`src/hdl/nid_pkg.sv`:
```
package nid_pkg;

   // register stages around the divide steps: operand prep, restore add, sign fix-up
   localparam int unsigned EXTRA_STAGES = 3;

   // control that travels with each request down the pipeline
   typedef struct packed {
      logic valid;
      logic neg_quot;
      logic neg_rem;
      logic div_by_zero;
      logic signed_overflow;
   } ctl_type;

endpackage

```
`src/hdl/nid_post.sv`:
```
module nid_post #(
   parameter int unsigned DATA_WIDTH = 32
) (
   input  logic                  clock,
   input  logic                  reset,
   input  nid_pkg::ctl_type      ctl_prev,
   input  logic [DATA_WIDTH:0]   part_prev,
   input  logic [DATA_WIDTH-1:0] quot_prev,
   input  logic [DATA_WIDTH-1:0] divisor_prev,
   output logic                  res_valid,
   output logic [DATA_WIDTH-1:0] res_quotient,
   output logic [DATA_WIDTH-1:0] res_remainder,
   output logic                  res_div_by_zero,
   output logic                  res_signed_overflow
);

   nid_pkg::ctl_type        ctl_a_ff, ctl_b_ff;
   logic [DATA_WIDTH-1:0]   rem_a_in, rem_a_ff, quot_a_ff;
   logic [DATA_WIDTH-1:0]   rem_b_in, rem_b_ff, quot_b_in, quot_b_ff;

   // restoring add when the partial remainder ended negative
   always_comb begin
      if (part_prev[DATA_WIDTH]) begin
         rem_a_in = part_prev[DATA_WIDTH-1:0] + divisor_prev;
      end else begin
         rem_a_in = part_prev[DATA_WIDTH-1:0];
      end
   end

   // sign fix-up of quotient and remainder
   always_comb begin
      quot_b_in = ctl_a_ff.neg_quot ? (~quot_a_ff + 1'b1) : quot_a_ff;
      rem_b_in  = ctl_a_ff.neg_rem ? (~rem_a_ff + 1'b1) : rem_a_ff;
   end

   // control registers
   always_ff @(posedge clock) begin
      if (reset) begin
         ctl_a_ff <= '0;
         ctl_b_ff <= '0;
      end else begin
         ctl_a_ff <= ctl_prev;
         ctl_b_ff <= ctl_a_ff;
      end
   end

   // data registers
   always_ff @(posedge clock) begin
      rem_a_ff  <= rem_a_in;
      quot_a_ff <= quot_prev;
      rem_b_ff  <= rem_b_in;
      quot_b_ff <= quot_b_in;
   end

   assign res_valid           = ctl_b_ff.valid;
   assign res_quotient        = quot_b_ff;
   assign res_remainder       = rem_b_ff;
   assign res_div_by_zero     = ctl_b_ff.div_by_zero;
   assign res_signed_overflow = ctl_b_ff.signed_overflow;

endmodule

```
`config.mk`:
```
export PLATFORM = sky130hd
export DESIGN_NAME = nid_post
export DESIGN_NICKNAME = d
export VERILOG_FILES = /design/src/hdl/nid_pkg.sv /design/src/hdl/nid_post.sv
export SDC_FILE = /design/constraint.sdc
export NUM_CORES = 1
export LEC_CHECK = 0
export ABC_AREA = 1
export ABC_CLOCK_PERIOD_IN_PS = 4600
export CAP_MARGIN = 20
export CORE_MARGIN = 2
export CORE_UTILIZATION = 40
export CTS_BUF_LIST = sky130_fd_sc_hd__clkbuf_8 sky130_fd_sc_hd__clkbuf_16
export DETAILED_ROUTE_END_ITERATION = 12
export DONT_BUFFER_PORTS = 1
export PLACE_DENSITY = 0.65
export SYNTH_ARGS = -nofsm -noshare
export SYNTH_HDL_FRONTEND = slang
export SYNTH_SLANG_ARGS = --single-unit
```
`constraint.sdc`:
```
create_clock -name clock -period 4.6 [get_ports clock]
set_input_delay 0.92 -clock clock [delete_from_list [all_inputs] [get_ports clock]]
set_output_delay 0.92 -clock clock [all_outputs]
set_load 0.005 [all_outputs]
```
==> out/qor.txt <==
Worst Setup End Kind - flip-flop
Starting Density - 40.6%
Setup TNS - 0 ns
Crit Path Max Fanout - 5
Share of layout cells above drive strength 1 - 5.88%
Worst EP required - 4.97 ns
Vias per cell - 4.86
Critical Path Sink - rem_a_ff[16]$_DFF_P_
FF-to-FF path depth - 11
Final setup fails - 0
Power Density - 406 nW/µm²
Initial antenna violation count - 0
Clock Sink Count - 136
Critical Path Max Stage Delay - 0.45 ns
Depth of the CTS H-tree - 4
Clock buffer depth - 2
Nets - 1213
Synth Flop Type - dfxtp_1
Post-synth EDFFs - 0
Die area - 19300 µm²
Global placement routability congestion - 0.908
Max frequency - 456 MHz
I/O pins - 171
DRT iter0 DRCs - 396
Critical Path Start Type - input pin
Final period utilization - 47.7%
Critical path's slowest cell - fa_1
Worst hold-check path type - flip-flop to flip-flop
Crit path cell chain - ha_1 > fa_1 > nand3_1 > nand3_1 > a21oi_1 > nor2_1 > o21ai_0 > nand3_1 > nand2_1
Rows - 49
Synth unique cells - 37
Hold Buf Count CTS - 0
Ys async rst share - 0%
Gate power share - 15.8%
Crit Path Category - input pin to flip-flop
P_int - 2.34 mW
Slew Limit Fails - 0
Least-Margin Pin Slew - 0.493 ns
Number of global-route vias before repair - 6128
Post-CTS setup buffers - 0
Flop pwr share - 43.4%
Vias - 6399
Fin. Hold Viols - 0
Die Y-Extent - 139 µm
DRC - 0
CP dominant cell by count - nand3_1
Final Critical Period - 2.19 ns
IO Port Bufs - 0
Largest net degree at the start of global routing - 47
Max cap viols - 0
Cts bufs inserted - 17
Routed wire length - 18900 µm
Syn Std Cell Area - 7260 µm²
Status - finished clean
#FFs+latches synth - 136
Cell with the most instances after synthesis - nand2_1
First-pass GRT wire length - 30400 µm
Die X - 139 µm
Post-DRT Antenna Nets - 0
RSZ-0062 raised after global routing - no
Worst hold stages - 0
Share of the synthesized area in the top cell type - 37.5%
PostCTS Resize Cnt - 0
Sequential-to-total area share from yosys stat - 37.5%
Worst setup path startpoint - part_prev[0]
Pre-antenna DRT Iters - 5
CORE AREA - 17900 µm²
N_diodes - 0
Fillers - 1817
Data arrival time of the critical path - 2.56 ns
WL per Instance - 14.3 µm
R2r startpoint - quot_a_ff[0]$_DFF_P_
Switching Fraction - 28.9%
Yosys warnings - 0
Top cells by area, synth - dfxtp_1, nand2_1, inv_1
R2R Setup Slk - 2.93 ns
Clk pwr share - 40.8%
Largest area contributor in the netlist - dfxtp_1
Mapped Avg Cell Area - 6.81 µm²
Total leakage power - 4.16 nW
Clk_lat worst skew - 0.43 ns
Overall power - 3.29 mW
Root buffer cell - clkbuf_16
Synth cell count leaders - nand2_1, inv_1, dfxtp_1, nor2_1, nand3_1
Syn Inst Count - 1066
Relative slew margins - 67.1%
Final HPWL DP - 15100 µm
RR Endpoint - res_quotient[26]$_DFF_P_
Synthesis-to-layout area growth - 11.8%
Worst-path clk slew - 0.06 ns
Tot GR Track Use - 19.8%
Clk_skew - 0.0113 ns
CTS tree - yes
Psw - 951 µW
Total grt overflow - 0
Maximum VDD drop - 0.000302 V
Syn_nets - 1204
flip-flops by register name, indices dropped and copies added, names as in the netlist:
| signal | count |
|---|---|
| res_remainder | 32 |
| rem_a_ff | 32 |
| quot_a_ff | 32 |
| ctl_a_ff | 5 |
| res_quotient | 32 |
| res_signed_overflow | 1 |
| res_valid | 1 |
| res_div_by_zero | 1 |
routing by layer:
layer	share of wire (%)	track usage [%]	up-vias	routed length, µm
met5	0	0	-	0
met4	2.1	7.55	0	396
met3	9.0	5.42	30	1700
met2	46	32.7	259	8630
met1	43	24.8	2807	8170
li1	-	-	3303	-
power groups by stage:
stage	registers, mW	logic, mW	clock network [mW]
final	1.43	0.521	1.35
after global routing	1.44	0.594	1.44
after CTS	1.43	0.517	1.38
after detailed placement	1.45	0.513	0
after global placement	1.46	0.507	0
after floorplan	1.41	0.410	0
worst min path at each step:
stage | from | end | slack [ns]
after detailed placement | quot_a_ff[0]$_DFF_P_ | res_quotient[0]$_DFF_P_ | 0.39
after global routing | quot_a_ff[0]$_DFF_P_ | res_quotient[0]$_DFF_P_ | 0.40
after CTS | quot_a_ff[0]$_DFF_P_ | res_quotient[0]$_DFF_P_ | 0.40
after global placement | quot_a_ff[0]$_DFF_P_ | res_quotient[0]$_DFF_P_ | 0.38
final | quot_a_ff[0]$_DFF_P_ | res_quotient[0]$_DFF_P_ | 0.39
after floorplan | quot_a_ff[0]$_DFF_P_ | res_quotient[0]$_DFF_P_ | 0.36
worst max-delay path, delay by kind of cell:
family                     cells  cell delay, ns
AOI/OAI and AO/OA              2            0.47
and+or+nand+nor                5            0.47
adders and majority gates      2            0.70
cell families after synthesis:
logic type	share of synthesized area, %
xor+xnor	7.96
buf+inv	9.97
simple gates	32.3
compound gates	6.32
fa+ha+maj	5.96
flops	37.5
per-stage QoR:
step / worst slack [ns] / instances / cell area [µm²] / util [%] / hold WS, ns
5_1_grt: 2.20 / 1317 / 8120 / 45.3 / 0.405
3_5_place_dp: 1.99 / 1285 / 7520 / 42.0 / 0.389
6_report: 2.41 / 1317 / 8120 / 45.3 / 0.386
4_1_cts: 2.43 / 1317 / 8120 / 45.3 / 0.398
2_1_floorplan: 2.20 / 1066 / 7260 / - / 0.362
3_3_place_gp: 2.02 / 1285 / 7520 / 42.0 / 0.384
area by class of cell:
type                    count  area, µm²  area share [%]
clock inverters            13        145            1.79
clock buffers              19        453            5.58
inverters                 179        672            8.28
repair buffers              3       22.5           0.277
well taps                 229        287            3.53
flip-flops and latches    136       2720            33.5
multi-input cells         738       3820            47.0
placed cells by master (no fill, tap or decap), drive strengths merged:
cell type	n
clkbuf	19
fa	1
clkinv	5
o31ai	5
nor3	17
o21ai	38
dfxtp	136
inv	183
nand2	340
xnor2	26
bufinv	2
nand4	5
xor2	40
nand3	73
a31oi	1
nor2	111
nor4	2
o21bai	3
or2	1
ha	33
a21o	2
nand3b	4
buf	3
and2	1
clkinvlp	2
a21oi	30
o211ai	5
(Power assumes the default switching activity.)
