[src/hdl/nid_pkg.sv]
package nid_pkg;

   // register stages around the divide steps: operand prep, restore add, sign fix-up
   localparam int unsigned EXTRA_STAGES = 3;

   // control that travels with each request down the pipeline
   typedef struct packed {
      logic valid;
      logic neg_quot;
      logic neg_rem;
      logic div_by_zero;
      logic signed_overflow;
   } ctl_type;

endpackage

[src/hdl/nid_prep.sv]
module nid_prep #(
   parameter int unsigned DATA_WIDTH = 32
) (
   input  logic                  clock,
   input  logic                  reset,
   input  logic                  req_valid,
   input  logic [DATA_WIDTH-1:0] dividend,
   input  logic [DATA_WIDTH-1:0] divisor,
   input  logic                  is_signed,
   output nid_pkg::ctl_type      ctl_out,
   output logic [DATA_WIDTH-1:0] dividend_mag,
   output logic [DATA_WIDTH-1:0] divisor_mag
);

   localparam logic [DATA_WIDTH-1:0] MIN_NEG = {1'b1, {(DATA_WIDTH-1){1'b0}}};

   nid_pkg::ctl_type        ctl_in, ctl_ff;
   logic [DATA_WIDTH-1:0]   dividend_in, dividend_ff;
   logic [DATA_WIDTH-1:0]   divisor_in, divisor_ff;
   logic                    neg_dividend, neg_divisor;

   // special cases and operand signs, flags only raised for a real request
   // a zero divisor keeps the raw dividend so the steps return it as remainder
   always_comb begin
      ctl_in.valid           = req_valid;
      ctl_in.div_by_zero     = req_valid && (divisor == '0);
      ctl_in.signed_overflow = req_valid && is_signed && (dividend == MIN_NEG) && (&divisor);
      neg_dividend           = is_signed && dividend[DATA_WIDTH-1] && !ctl_in.div_by_zero;
      neg_divisor            = is_signed && divisor[DATA_WIDTH-1];
      ctl_in.neg_quot        = neg_dividend ^ neg_divisor;
      ctl_in.neg_rem         = neg_dividend;
      dividend_in            = neg_dividend ? (~dividend + 1'b1) : dividend;
      divisor_in             = neg_divisor ? (~divisor + 1'b1) : divisor;
   end

   // control register
   always_ff @(posedge clock) begin
      if (reset) begin
         ctl_ff <= '0;
      end else begin
         ctl_ff <= ctl_in;
      end
   end

   // operand magnitudes
   always_ff @(posedge clock) begin
      dividend_ff <= dividend_in;
      divisor_ff  <= divisor_in;
   end

   assign ctl_out      = ctl_ff;
   assign dividend_mag = dividend_ff;
   assign divisor_mag  = divisor_ff;

endmodule

[config.mk]
export PLATFORM = sky130hd
export DESIGN_NAME = nid_prep
export DESIGN_NICKNAME = d
export VERILOG_FILES = /design/src/hdl/nid_pkg.sv /design/src/hdl/nid_prep.sv
export SDC_FILE = /design/constraint.sdc
export NUM_CORES = 1
export LEC_CHECK = 0
export BUFFER_PORTS_ARGS = -buffer_cell sky130_fd_sc_hd__clkbuf_2
export CELL_PAD_IN_SITES_DETAIL_PLACEMENT = 1
export CELL_PAD_IN_SITES_GLOBAL_PLACEMENT = 2
export CORE_MARGIN = 2
export CORE_UTILIZATION = 24
export DETAILED_ROUTE_END_ITERATION = 8
export GPL_ROUTABILITY_DRIVEN = 0
export PLACE_DENSITY_LB_ADDON = 0.1
export SLEW_MARGIN = 5
export SYNTH_ARGS = -nofsm -noshare
export SYNTH_HDL_FRONTEND = slang
export SYNTH_SLANG_ARGS = --single-unit
[constraint.sdc]
create_clock -name clock -period 2.36 [get_ports clock]
set_clock_uncertainty 0.1 [all_clocks]
set_input_delay 0.354 -clock clock [delete_from_list [all_inputs] [get_ports clock]]
set_output_delay 0.354 -clock clock [all_outputs]
set_load 0.01 [all_outputs]
==> results.md <==
- The net count after synthesis is 396.
- The count of nets after finishing is 565.
- The initial utilization of the core area, before any placement, comes to 24.78%.
- CTS saw 69 sinks.
- The instance area after placement is 4265 sq um.
- The die is 118.6 um wide.
- The final critical path takes up 89.75% of the cycle.
- The area taken by multi-input logic gates is 1669 sq um.
- The top cell type's share of synthesized area is 43.81%.
- In this run, the number of DRC markers left after iteration 0 of detailed routing was 117.
- The highest attainable clock frequency is 0.4721 GHz.
- In this run, the clock network consumes 39.1% of the power.
- Setup repair after global routing left no endpoint under its margin.
- Across every metal layer, demand over resource in global routing totals 15.35%.
- The detail route stage leaves a number of antenna-violating nets equal to 0.
- The number of I/O port buffers is 136.
- The sum of routed wire length over all layers is 10500 um.
- Clock tree synthesis inserted a total of 9 buffers.
- VDD sags by at most 0.0002920 V.
- The depth of the CTS H-tree is 3.
- The count of flip-flops with a built-in enable after synthesis is 0.
- The post-CTS resize count is 0.
- Compared with the post-synthesis result, the final layout area differs by 42.78%.
- Of the total power, combinational logic draws 16.8%.
- The slew at the pin with the worst max-slew slack is 0.6564 ns.
- The number of library cell types mapped by synthesis is 48.
- The fraction of power spent switching nets is 26.44%.
- Using the TritonRoute via totals, the vias-per-cell ratio works out to 4.523.
- At the worst endpoint, the required time is 2.48 ns.
- The worst setup path is captured at a register.
- The flip-flop and latch count after synthesis is 69.
- The final cell area excluding filler cells is 4502 sq um.
- Setup violations remaining at the end of the flow were counted as 0.
- Measured against its own limit, the worst slew margin works out to 56.13%.
- The setup TNS after final layout is 0 ns.
- The async set or reset register ratio after synthesis is 0%.
- The most used flip-flop cell after synthesis is sky130_fd_sc_hd__dfxtp_1.
- The deepest clock path buffer count is 2.
- The die outline area is 14070 sq um.
- After floorplanning, the core was sized to cover 12720 sq um.
- The max capacitance violation total is 0.
- The via count of the first global-routing pass is 3150.
- The worst setup path is launched from an input pin.
- Detailed placement finished with a half-perimeter wire length of 8123 um.
- Yosys attributes the largest share of cell area to sky130_fd_sc_hd__dfxtp_1, sky130_fd_sc_hd__xor2_1, sky130_fd_sc_hd__xnor2_1.
- sky130_fd_sc_hd__dfxtp_1 is the most common cell in the netlist.
- The class of the worst hold path is in -> reg.
- The number of filler instances in the final layout is 1560.
- The largest total area in the synthesized netlist belongs to sky130_fd_sc_hd__dfxtp_1.
- In the routed design, unresolved DRC markers number 0.
- In this run the core area contains 41 standard-cell rows.
- Registers are responsible for 44.1% of the overall power.
- The total number of yosys warnings is 0.
- Subtracting the final worst setup slack from the clock period gives 2.118 ns.
- In this run the power spent charging and discharging nets is 788.4 uW.
- The leakage power of the design is 2.041 nW.
- The data arrival at the endpoint of the critical path is 2.24 ns.
- The count of hold buffers inserted by post-cts repair is 0.
- The average routed wire per standard cell is 15.74 um.
- Measured on the finished design, the core utilization comes to 35.39%.
- The footprint of the flip-flops and latches is 1381 sq um.
- The clock input transition at the sequential cells of the worst setup and hold paths is 0.05 ns.
- TritonCTS built the clock tree.
- The largest net degree at the start of global routing is 31.
- The detailed router placed 3017 vias in this run.
- The number of instances in the synthesized netlist is 325.
- The clock root buffer is sky130_fd_sc_hd__clkbuf_16.
- The power per unit of standard cell area is 662.4 nW/um^2.
- The total count of max-transition violations in the final report is 0.
- The post-synthesis instance area is 3153 sq um.
- The fraction of layout instances using a drive strength above 1 is 41.21%.
- For this run, the detailed router's first-pass iteration total came to 4.
- Hold is met by 0.06776 ns.
- Of the synthesized area, sequential elements account for 43.81%.
- The final antenna diode count is 0.
- The first global-routing pass estimated 16810 um of wire.
- For this run the aggregate overflow at the end of global routing stands at 0.
- Setup slack on the critical path of the routed design comes to 0.2418 ns.
- The count of final hold-check violations is 0.
- The initial antenna violation count is 0.
- The pre-CTS setup slack is -0.1396 ns.
- The count of buffers added by post-CTS timing repair for setup is 0.
- Counting instances in the post-synthesis netlist gives the leading cell types as sky130_fd_sc_hd__dfxtp_1, sky130_fd_sc_hd__xor2_1, sky130_fd_sc_hd__nor2_1, sky130_fd_sc_hd__nor4_1, sky130_fd_sc_hd__xnor2_1.
- The flow ran to the end, and the final reports show no timing, DRC or antenna violations.
- The internal power of the cells totals 2.194 mW.
- Of all nets on the critical path, the largest fanout is 9.
- The critical path is of the in -> reg type.
- The die is 118.6 um tall.
- A synthesized cell averages 9.702 sq um.
- During I/O placement, the number of pins put on the boundary was 137.
==> registers in the layout, summed over array words and instances, names as in the netlist <==
signal,count
ctl_out,5
divisor_mag,32
dividend_mag,32
==> cell families after synthesis <==
kind of cell / after synthesis / share of synthesized area, %
simple gates: 135 / 26.43
xor+xnor: 58 / 16.11
compound gates: 40 / 8.730
buf+inv: 19 / 3.254
mux: 1 / 0.4761
fa+ha+maj: 3 / 1.191
flops: 69 / 43.81
==> metal layers <==
| metal | wire length [um] | share of wire [%] | global-route usage (%) |
|---|---|---|---|
| met1 | 4985 | 47 | 20.69 |
| met2 | 4682 | 45 | 22.77 |
| met3 | 606 | 5.8 | 4.054 |
| met4 | 223 | 2.1 | 7.068 |
| met5 | 0 | 0 | 0 |
==> path summary, 6_finish.rpt <==
| path | startpoint | end | slack [ns] | cells after the start |
|---|---|---|---|---|
| max | divisor[26] | dividend_mag[1] | 0.24 | 7 |
| min | dividend[0] | dividend_mag[0] | 0.07 | 1 |
==> per-stage QoR <==
step	cells	total power [mW]
floorplan	325	1.558
global placement	655	1.844
detailed placement	655	1.848
CTS	667	3.032
global route	667	3.137
finish	667	2.982
==> layout by cell type (no fill, tap or decap), types with 7 or more instances in the layout <==
cell                        instances
sky130_fd_sc_hd__nand4_1           10
sky130_fd_sc_hd__xnor2_1           17
sky130_fd_sc_hd__a21oi_1           13
sky130_fd_sc_hd__dfxtp_1           69
sky130_fd_sc_hd__nor2_1            30
sky130_fd_sc_hd__clkbuf_2         136
sky130_fd_sc_hd__nor3_2            14
sky130_fd_sc_hd__nor4_1            19
sky130_fd_sc_hd__inv_1              7
sky130_fd_sc_hd__nor3_1            14
sky130_fd_sc_hd__clkbuf_16          9
sky130_fd_sc_hd__nand2_1           11
sky130_fd_sc_hd__xor2_1            41
sky130_fd_sc_hd__buf_4             31
sky130_fd_sc_hd__o21ai_0            7
==> layout make-up <==
class / instances / share of cell area (%)
inverters: 7 / 0.5837
well taps: 172 / 4.780
multi-input cells: 237 / 37.08
repair buffers: 170 / 21.62
flip-flops and latches: 69 / 30.68
clock buffers: 12 / 5.253
==> critical path: stages <==
cell and delay (ns):
sky130_fd_sc_hd__clkbuf_2 0.09, sky130_fd_sc_hd__or4_4 0.54, sky130_fd_sc_hd__nor4_1 0.34, sky130_fd_sc_hd__nor4b_4 0.35
sky130_fd_sc_hd__buf_12 0.19, sky130_fd_sc_hd__nor2_2 0.06, sky130_fd_sc_hd__mux2_4 0.31
==> power by group through the flow <==
stage / registers [mW] / clock network [mW] / logic, mW
floorplan: 1.40 / 0 / 0.161
global placement: 1.34 / 0 / 0.504
detailed placement: 1.34 / 0 / 0.508
CTS: 1.32 / 1.20 / 0.511
global route: 1.33 / 1.25 / 0.557
finish: 1.32 / 1.16 / 0.502
Power figures use the tool's default switching activity.
