===== src/hdl/nid_pkg.sv =====
package nid_pkg;

   // register stages around the divide steps: operand prep, restore add, sign fix-up
   localparam int unsigned EXTRA_STAGES = 3;

   // control that travels with each request down the pipeline
   typedef struct packed {
      logic valid;
      logic neg_quot;
      logic neg_rem;
      logic div_by_zero;
      logic signed_overflow;
   } ctl_type;

endpackage


===== src/hdl/nid_step.sv =====
module nid_step #(
   parameter int unsigned DATA_WIDTH = 32
) (
   input  logic                  clock,
   input  logic                  reset,
   input  nid_pkg::ctl_type      ctl_prev,
   input  logic [DATA_WIDTH:0]   part_prev,
   input  logic [DATA_WIDTH-1:0] quot_prev,
   input  logic [DATA_WIDTH-1:0] divisor_prev,
   output nid_pkg::ctl_type      ctl_next,
   output logic [DATA_WIDTH:0]   part_next,
   output logic [DATA_WIDTH-1:0] quot_next,
   output logic [DATA_WIDTH-1:0] divisor_next
);

   nid_pkg::ctl_type        ctl_ff;
   logic [DATA_WIDTH:0]     part_in, part_ff;
   logic [DATA_WIDTH:0]     shifted;
   logic [DATA_WIDTH-1:0]   quot_in, quot_ff;
   logic [DATA_WIDTH-1:0]   divisor_ff;

   // one non-restoring step: shift in the next dividend bit, then add or subtract
   always_comb begin
      shifted = {part_prev[DATA_WIDTH-1:0], quot_prev[DATA_WIDTH-1]};
      if (part_prev[DATA_WIDTH]) begin
         part_in = shifted + {1'b0, divisor_prev};
      end else begin
         part_in = shifted - {1'b0, divisor_prev};
      end
      quot_in = {quot_prev[DATA_WIDTH-2:0], ~part_in[DATA_WIDTH]};
   end

   // control register
   always_ff @(posedge clock) begin
      if (reset) begin
         ctl_ff <= '0;
      end else begin
         ctl_ff <= ctl_prev;
      end
   end

   // data registers
   always_ff @(posedge clock) begin
      part_ff    <= part_in;
      quot_ff    <= quot_in;
      divisor_ff <= divisor_prev;
   end

   assign ctl_next     = ctl_ff;
   assign part_next    = part_ff;
   assign quot_next    = quot_ff;
   assign divisor_next = divisor_ff;

endmodule


===== config.mk =====
export PLATFORM = sky130hd
export DESIGN_NAME = nid_step
export DESIGN_NICKNAME = d
export VERILOG_FILES = /design/src/hdl/nid_pkg.sv /design/src/hdl/nid_step.sv
export SDC_FILE = /design/constraint.sdc
export NUM_CORES = 1
export LEC_CHECK = 0
export BUFFER_PORTS_ARGS = -buffer_cell sky130_fd_sc_hd__buf_4
export CAP_MARGIN = 5
export CORE_MARGIN = 1.5
export CORE_UTILIZATION = 51
export DETAILED_ROUTE_END_ITERATION = 16
export MAX_ROUTING_LAYER = met4
export PLACE_DENSITY = 0.9
export SLEW_MARGIN = 15
export SYNTH_ARGS = -nofsm -noshare
export SYNTH_HDL_FRONTEND = slang
export SYNTH_SLANG_ARGS = --single-unit

===== constraint.sdc =====
create_clock -name clock -period 7.5 [get_ports clock]
set_input_delay 1.5 -clock clock [delete_from_list [all_inputs] [get_ports clock]]
set_output_delay 1.5 -clock clock [all_outputs]
set_load 0.01 [all_outputs]

==> results.ini, run 1 <==
[grt]
grt_use_total = 0.268
met3_usage = 0.0451
grt_pass1_wl_um = 20000
top_usage_layer = met2
grt_pass1_vias = 4118
grt_start_max_net_pins = 32
grt_overflow = 0
grt_util_met1 = 0.330
antenna_found_initial = 0
grt_util_met2 = 0.455

[final_layout]
drive_gt1_frac = 0.339
num_antenna_cells = 0
finalNonFillerCells = 799
nNetsFinal = 825
areaGrowthSynthToFinish_pct = 39.6

[critical_path]
cp-start-kind = primary input
endpoint_kind = flop
crit_path_max_fanout = 4
required_ns = 7.79
arrival_ns = 5.53
crit_type = in -> reg

[floorplanning]
start_util = 0.528
die_area_mm2 = 0.00965
io_pins = 206
die_h_um = 98.3
core_area_mm2 = 0.00876
num_rows = 34
dieWidth_um = 98.3

[pwr]
power.leakage_nw = 3.05
p_sw_uw = 496
p_per_area_mw_per_mm2 = 233
p_sw_frac = 0.329
power_frac_comb = 0.341
pwr-share-seq = 0.429
clockPowerShare = 0.230
p_int_mw = 1.01
p_total_mw = 1.51
peakVddDrop_mv = 0.0983

[sta]
slew_violations = 0
relSlewSlack = 0.571
worst_pin_slew_ns = 0.637
fmax_ghz = 0.191
finalCritPeriodShare = 0.699
setup_viol = 0
period_needed_ns = 5.25
rsz0062_at_grt = false
tns_ns = 0
hold_viol = 0

[placed_design]
place.detailed.hpwl_um = 10600
place_congestion = 0.958
numPortBuffers = 205
dp.cells = 783

[synthesis]
yosysTopAreaCellShare = 0.441
syn-cell-area_mm2 = 0.00463
synth_nets = 620
yosys_warnings = 0
synth_flop_cell = dfxtp_1
netlist.top_cell.by_area = dfxtp_1
synthDistinctLibCells = 56
synth_common_cells = dfxtp_1 (102), a21oi_1 (52), ha_1 (34), nor2_1 (34), xor2_1 (30)
synth_edf_count = 0
avgSynthCellArea_um2 = 9.62
yosysMostFrequentCell = dfxtp_1
synthArstFlopShare = 0
synth_area_leaders = dfxtp_1 (44%), ha_1 (9.2%), xor2_1 (5.7%), a21oi_1 (5.6%), xnor2_1 (5.5%)
syn-instance-count = 481
synth-seq-cells = 102
seq_area_frac_synth = 0.441

[outcome]
outcome = complete, no violations

[clock_tree]
ctsHoldBuffers = 0
cts_root_buffer = clkbuf_8
cts_num_sinks = 102
cts_resized = 0
post-cts-setup-buffers = 0
clk_path_buf_depth = 2
clkTransAtPathRegs_ns = 0.12
cts_tree = done
cts_buffers = 9
cts_max_level = 3

[detailed_routing]
drtIter0Drc = 292
drt-vias-per-instance = 5.47
dr.pass1.iters = 6
ant_nets = 0
vias = 4370
routedWlPerCell_um = 16.2
drc_errors = 0
wl_um = 12900

[min_path]
hp-class = in -> reg

[flow_run]
cap_violations = 0

-- worst paths after layout --
kind | startpoint | endpoint | slack, ns | cells past startpoint
worst max-delay path | divisor_prev[3] | part_next[32]$_DFF_P_ | 2.25 | 15
worst min-delay path | quot_prev[10] | quot_next[11]$_DFF_P_ | 1.22 | 1
-- cell families (layout without fill, tap and decap cells) --
kind of cell	Yosys count	after routing	synth area share
muxes	1	1	0.00243
DFF	102	102	0.441
and+or+nand+nor	131	131	0.154
adders and majority gates	35	35	0.0963
xor gates and xnor gates	60	60	0.115
AOI/OAI and AO/OA	124	124	0.168
buffers and inverters	28	238	0.0227
-- power by group through the flow --
stage / clock, mW / combinational, mW / sequential (mW)
global route: 0.373 / 0.556 / 0.653
CTS: 0.356 / 0.512 / 0.647
detailed placement: 0 / 0.509 / 0.660
floorplan: 0 / 0.226 / 0.699
finish: 0.346 / 0.514 / 0.646
global placement: 0 / 0.502 / 0.657
-- stage by stage --
step | hold WS, ns | instance area (µm²) | utilization | setup WS, ns
floorplan | 1.53 | 4630 | - | 2.63
CTS | 1.21 | 6460 | 0.737 | 2.29
finish | 1.22 | 6460 | 0.737 | 2.25
detailed placement | 1.61 | 6260 | 0.714 | 1.89
global placement | 1.60 | 6260 | 0.714 | 2.05
global route | 1.20 | 6460 | 0.737 | 1.95
-- cell usage in the layout (no fill, tap or decap), drive strengths merged, types with 2 or more instances in the layout --
master   Yosys  routed
xor2        31      31
or2          2       2
o2111ai      2       2
nand4        8       8
xnor2       29      29
inv         17      21
nand3b       2       2
nor3b        4       4
and2         5       5
a21o        18      18
nand3        8       8
a41oi        2       2
a31oi        6       6
ha          34      34
o21ai       19      19
a211oi       2       2
nor3        13      13
buf          1     205
nor4         8       8
a21oi       52      52
nor2        34      34
dfxtp      102     102
o311ai       2       2
nor2b       11      11
clkinv       0       2
o22ai        3       3
nand2       26      26
o21bai       3       3
o21a         3       3
o31ai        2       2
or4          3       3
clkbuf      10      10
and3         2       2
a21boi       2       2
-- critical path, cell delays in order --
cell and delay [ns]:
buf_4 0.13, or4_1 0.59, nor4_1 0.61, nand2_1 0.12, nand2_1 0.17, xnor2_1 0.16, ha_1 0.31, a21o_1 0.21
a21o_1 0.20, a221oi_1 0.30, o221ai_1 0.17, and4_1 0.22, nor3_1 0.46, a211oi_1 0.17, and2_1 0.20
-- cell type report --
cell class	count	area [µm²]
repair buffers	205	1540
well taps	108	135
clock buffers	10	138
flip-flops and latches	102	2040
inverters	17	63.8
fillers	666	2300
multi-input cells	351	2480
clock inverters	6	62.6
-- registers in the layout, indices dropped and copies added, names as in the netlist --
| name | cells |
|---|---|
| ctl_next | 5 |
| divisor_next | 32 |
| part_next | 33 |
| quot_next | 32 |
-- metal layers --
layer  up-vias  wire [µm]
li1       2120          -
met1      2015       5440
met2       220       6390
met3        15        966
met4         0        122
met5         -          0
Note: power is estimated with default switching activity, not from simulation.
==> inputs of run 2 (changes only) <==
Settings changed: CORE_UTILIZATION 51 to 47, PLACE_DENSITY 0.9 to 0.84.
Clock period 7.5 ns to 5.2 ns, I/O delays scaled along.
==> run 2 against run 1 <==
  * Clock-buffer cell count increased by 1
  * Routed wire length decreased by 2.1%
  * Non-clock buffer count increased by 4
  * Largest cell class unchanged
  * Cell count increased by 3.6%
  * Worst setup slack got worse by 1.6 ns
  * Sequential share of layout area decreased by 0.33 points
  * Via count decreased by 1.7%
  * First-iteration DRC count decreased by 37%
  * Clock power increased by 47%
  * Critical endpoint unchanged
  * Global-route usage decreased by 2.9 points
  * Sequential cell count unchanged
  * Sequential power increased by 44%
==> results.ini, run 2 (same netlist as run 1, synthesis figures left out) <==
[clock_tree]
clk_path_buf_depth = 2  ; unchanged
cts_tree = done
post-cts-setup-buffers = 0  ; unchanged
cts_resized = 0  ; unchanged
cts_max_level = 3  ; unchanged
clkTransAtPathRegs_ns = 0.10  ; -0.02 ns
cts_num_sinks = 102  ; unchanged
cts_root_buffer = clkbuf_8
ctsHoldBuffers = 0  ; unchanged
cts_buffers = 9  ; unchanged

[floorplanning]
dieWidth_um = 102  ; +4.0%
die_h_um = 102  ; +4.0%
die_area_mm2 = 0.0104  ; +8.2%
start_util = 0.480  ; -0.0480
io_pins = 206  ; unchanged
core_area_mm2 = 0.00964  ; +10%
num_rows = 36  ; +5.9%

[pwr]
peakVddDrop_mv = 0.139  ; +42%
pwr-share-seq = 0.427  ; -0.002
p_int_mw = 1.50  ; +48%
clockPowerShare = 0.234  ; +0.004
p_per_area_mw_per_mm2 = 334  ; +43%
p_sw_frac = 0.313  ; -0.0165
power.leakage_nw = 3.07  ; +0.55%
p_total_mw = 2.18  ; +45%
power_frac_comb = 0.339  ; -0.002
p_sw_uw = 682  ; +38%

[sta]
period_needed_ns = 4.56
tns_ns = 0  ; unchanged
setup_ws_ns = 0.636  ; -1.62 ns
slew_violations = 0  ; unchanged
rsz0062_at_grt = false
relSlewSlack = 0.589  ; +0.0174
setup_viol = 0  ; unchanged
fmax_ghz = 0.219
hold_viol = 0  ; unchanged
worst_pin_slew_ns = 0.611  ; -0.0259 ns
finalCritPeriodShare = 0.878

[critical_path]
cp_cell_sequence = buf_4 -> or4_1 -> nor4_1 -> buf_4 -> nand2_1 -> nand2_1 -> xnor2_1 -> ha_1 -> a21o_1 -> a21o_1 -> a221oi_1 -> o221ai_1 -> and4_1 -> nor3_1 -> a211oi_1 -> and2_1
crit_type = in -> reg
crit_path_top_delay_cell = or4_1
critPathBufInv = 2  ; +1
max_stage_delay_ns = 0.60  ; about the same
crit_path_max_fanout = 4  ; unchanged
cp-start-kind = primary input
arrival_ns = 4.82  ; -0.71 ns
crit_family = simple AND/OR/NAND/NOR gates
endpoint_kind = flop
required_ns = 5.46  ; -2.33 ns

[final_layout]
num_antenna_cells = 0  ; unchanged
largest_register_ffs = 33  ; unchanged
finalNonFillerCells = 828  ; +3.6%
areaGrowthSynthToFinish_pct = 41.1
final_common_cell = buf_4
drive_gt1_frac = 0.341  ; +0.00237
final_cell_mix = buf_4 (209), dfxtp_1 (102), a21oi_1 (52), nor2_1 (34), ha_1 (34)
fin_area_mm2 = 0.00653  ; +1.0%
nNetsFinal = 829  ; +0.48%

[detailed_routing]
drt-vias-per-instance = 5.19  ; -5.2%
vias = 4295  ; -1.7%
wl_um = 12600  ; -2.1%
drtIter0Drc = 184  ; -37%
ant_nets = 0  ; unchanged
dr.pass1.iters = 5  ; -1
routedWlPerCell_um = 15.3  ; -5.5%
drc_errors = 0  ; unchanged

[placed_design]
numPortBuffers = 205  ; unchanged
dp.cells = 812  ; +3.7%
place_congestion = 0.889  ; -7.3%
place.detailed.hpwl_um = 10400  ; -2.0%
pre_cts_ws_ns = 0.336  ; -1.55 ns
placed_area_mm2 = 0.00632  ; +0.98%

[min_path]
hp-class = in -> reg

[grt]
grt_start_max_net_pins = 32  ; unchanged
antenna_found_initial = 0  ; unchanged
grt_pass1_vias = 4085  ; -0.80%
grt_pass1_wl_um = 18800  ; -5.9%
grt_overflow = 0  ; unchanged
grt_use_total = 0.239  ; -0.0286

[flow_run]
cap_violations = 0  ; unchanged

[outcome]
outcome = complete, no violations

run 2: power by group through the flow:
stage	clock, mW	sequential (mW)	combinational (mW)
floorplan	0	1.01	0.326
global placement	0	0.950	0.727
detailed placement	0	0.952	0.734
CTS	0.524	0.934	0.736
global route	0.557	0.943	0.800
finish	0.510	0.931	0.739
run 2: per-stage QoR:
step	utilization	hold slack (ns)
after global placement	0.656	1.14
after floorplan	-	1.07
after global routing	0.677	0.754
after CTS	0.677	0.763
final	0.677	0.777
after detailed placement	0.656	1.15
run 2: final cells by class:
type	instances	area, µm²
Fill cell	821	3110
Timing Repair Buffer	209	1570
Tap cell	133	166
Inverter	17	63.8
Clock inverter	5	65.1
Sequential cell	102	2040
Clock buffer	11	141
Multi-Input combinational cell	351	2480
run 2: per-layer routing:
layer	GRT usage	vias up	routed length [µm]
li1	-	2126	-
met1	0.301	1946	5510
met2	0.387	204	6000
met3	0.0527	19	959
met4	0.0685	0	180
met5	-	-	0
run 2: final timing paths:
path | start | end | depth (start not counted) | slack [ns]
min | quot_prev[15] | quot_next[16]$_DFF_P_ | 1 | 0.78
max | divisor_prev[3] | part_next[32]$_DFF_P_ | 16 | 0.64
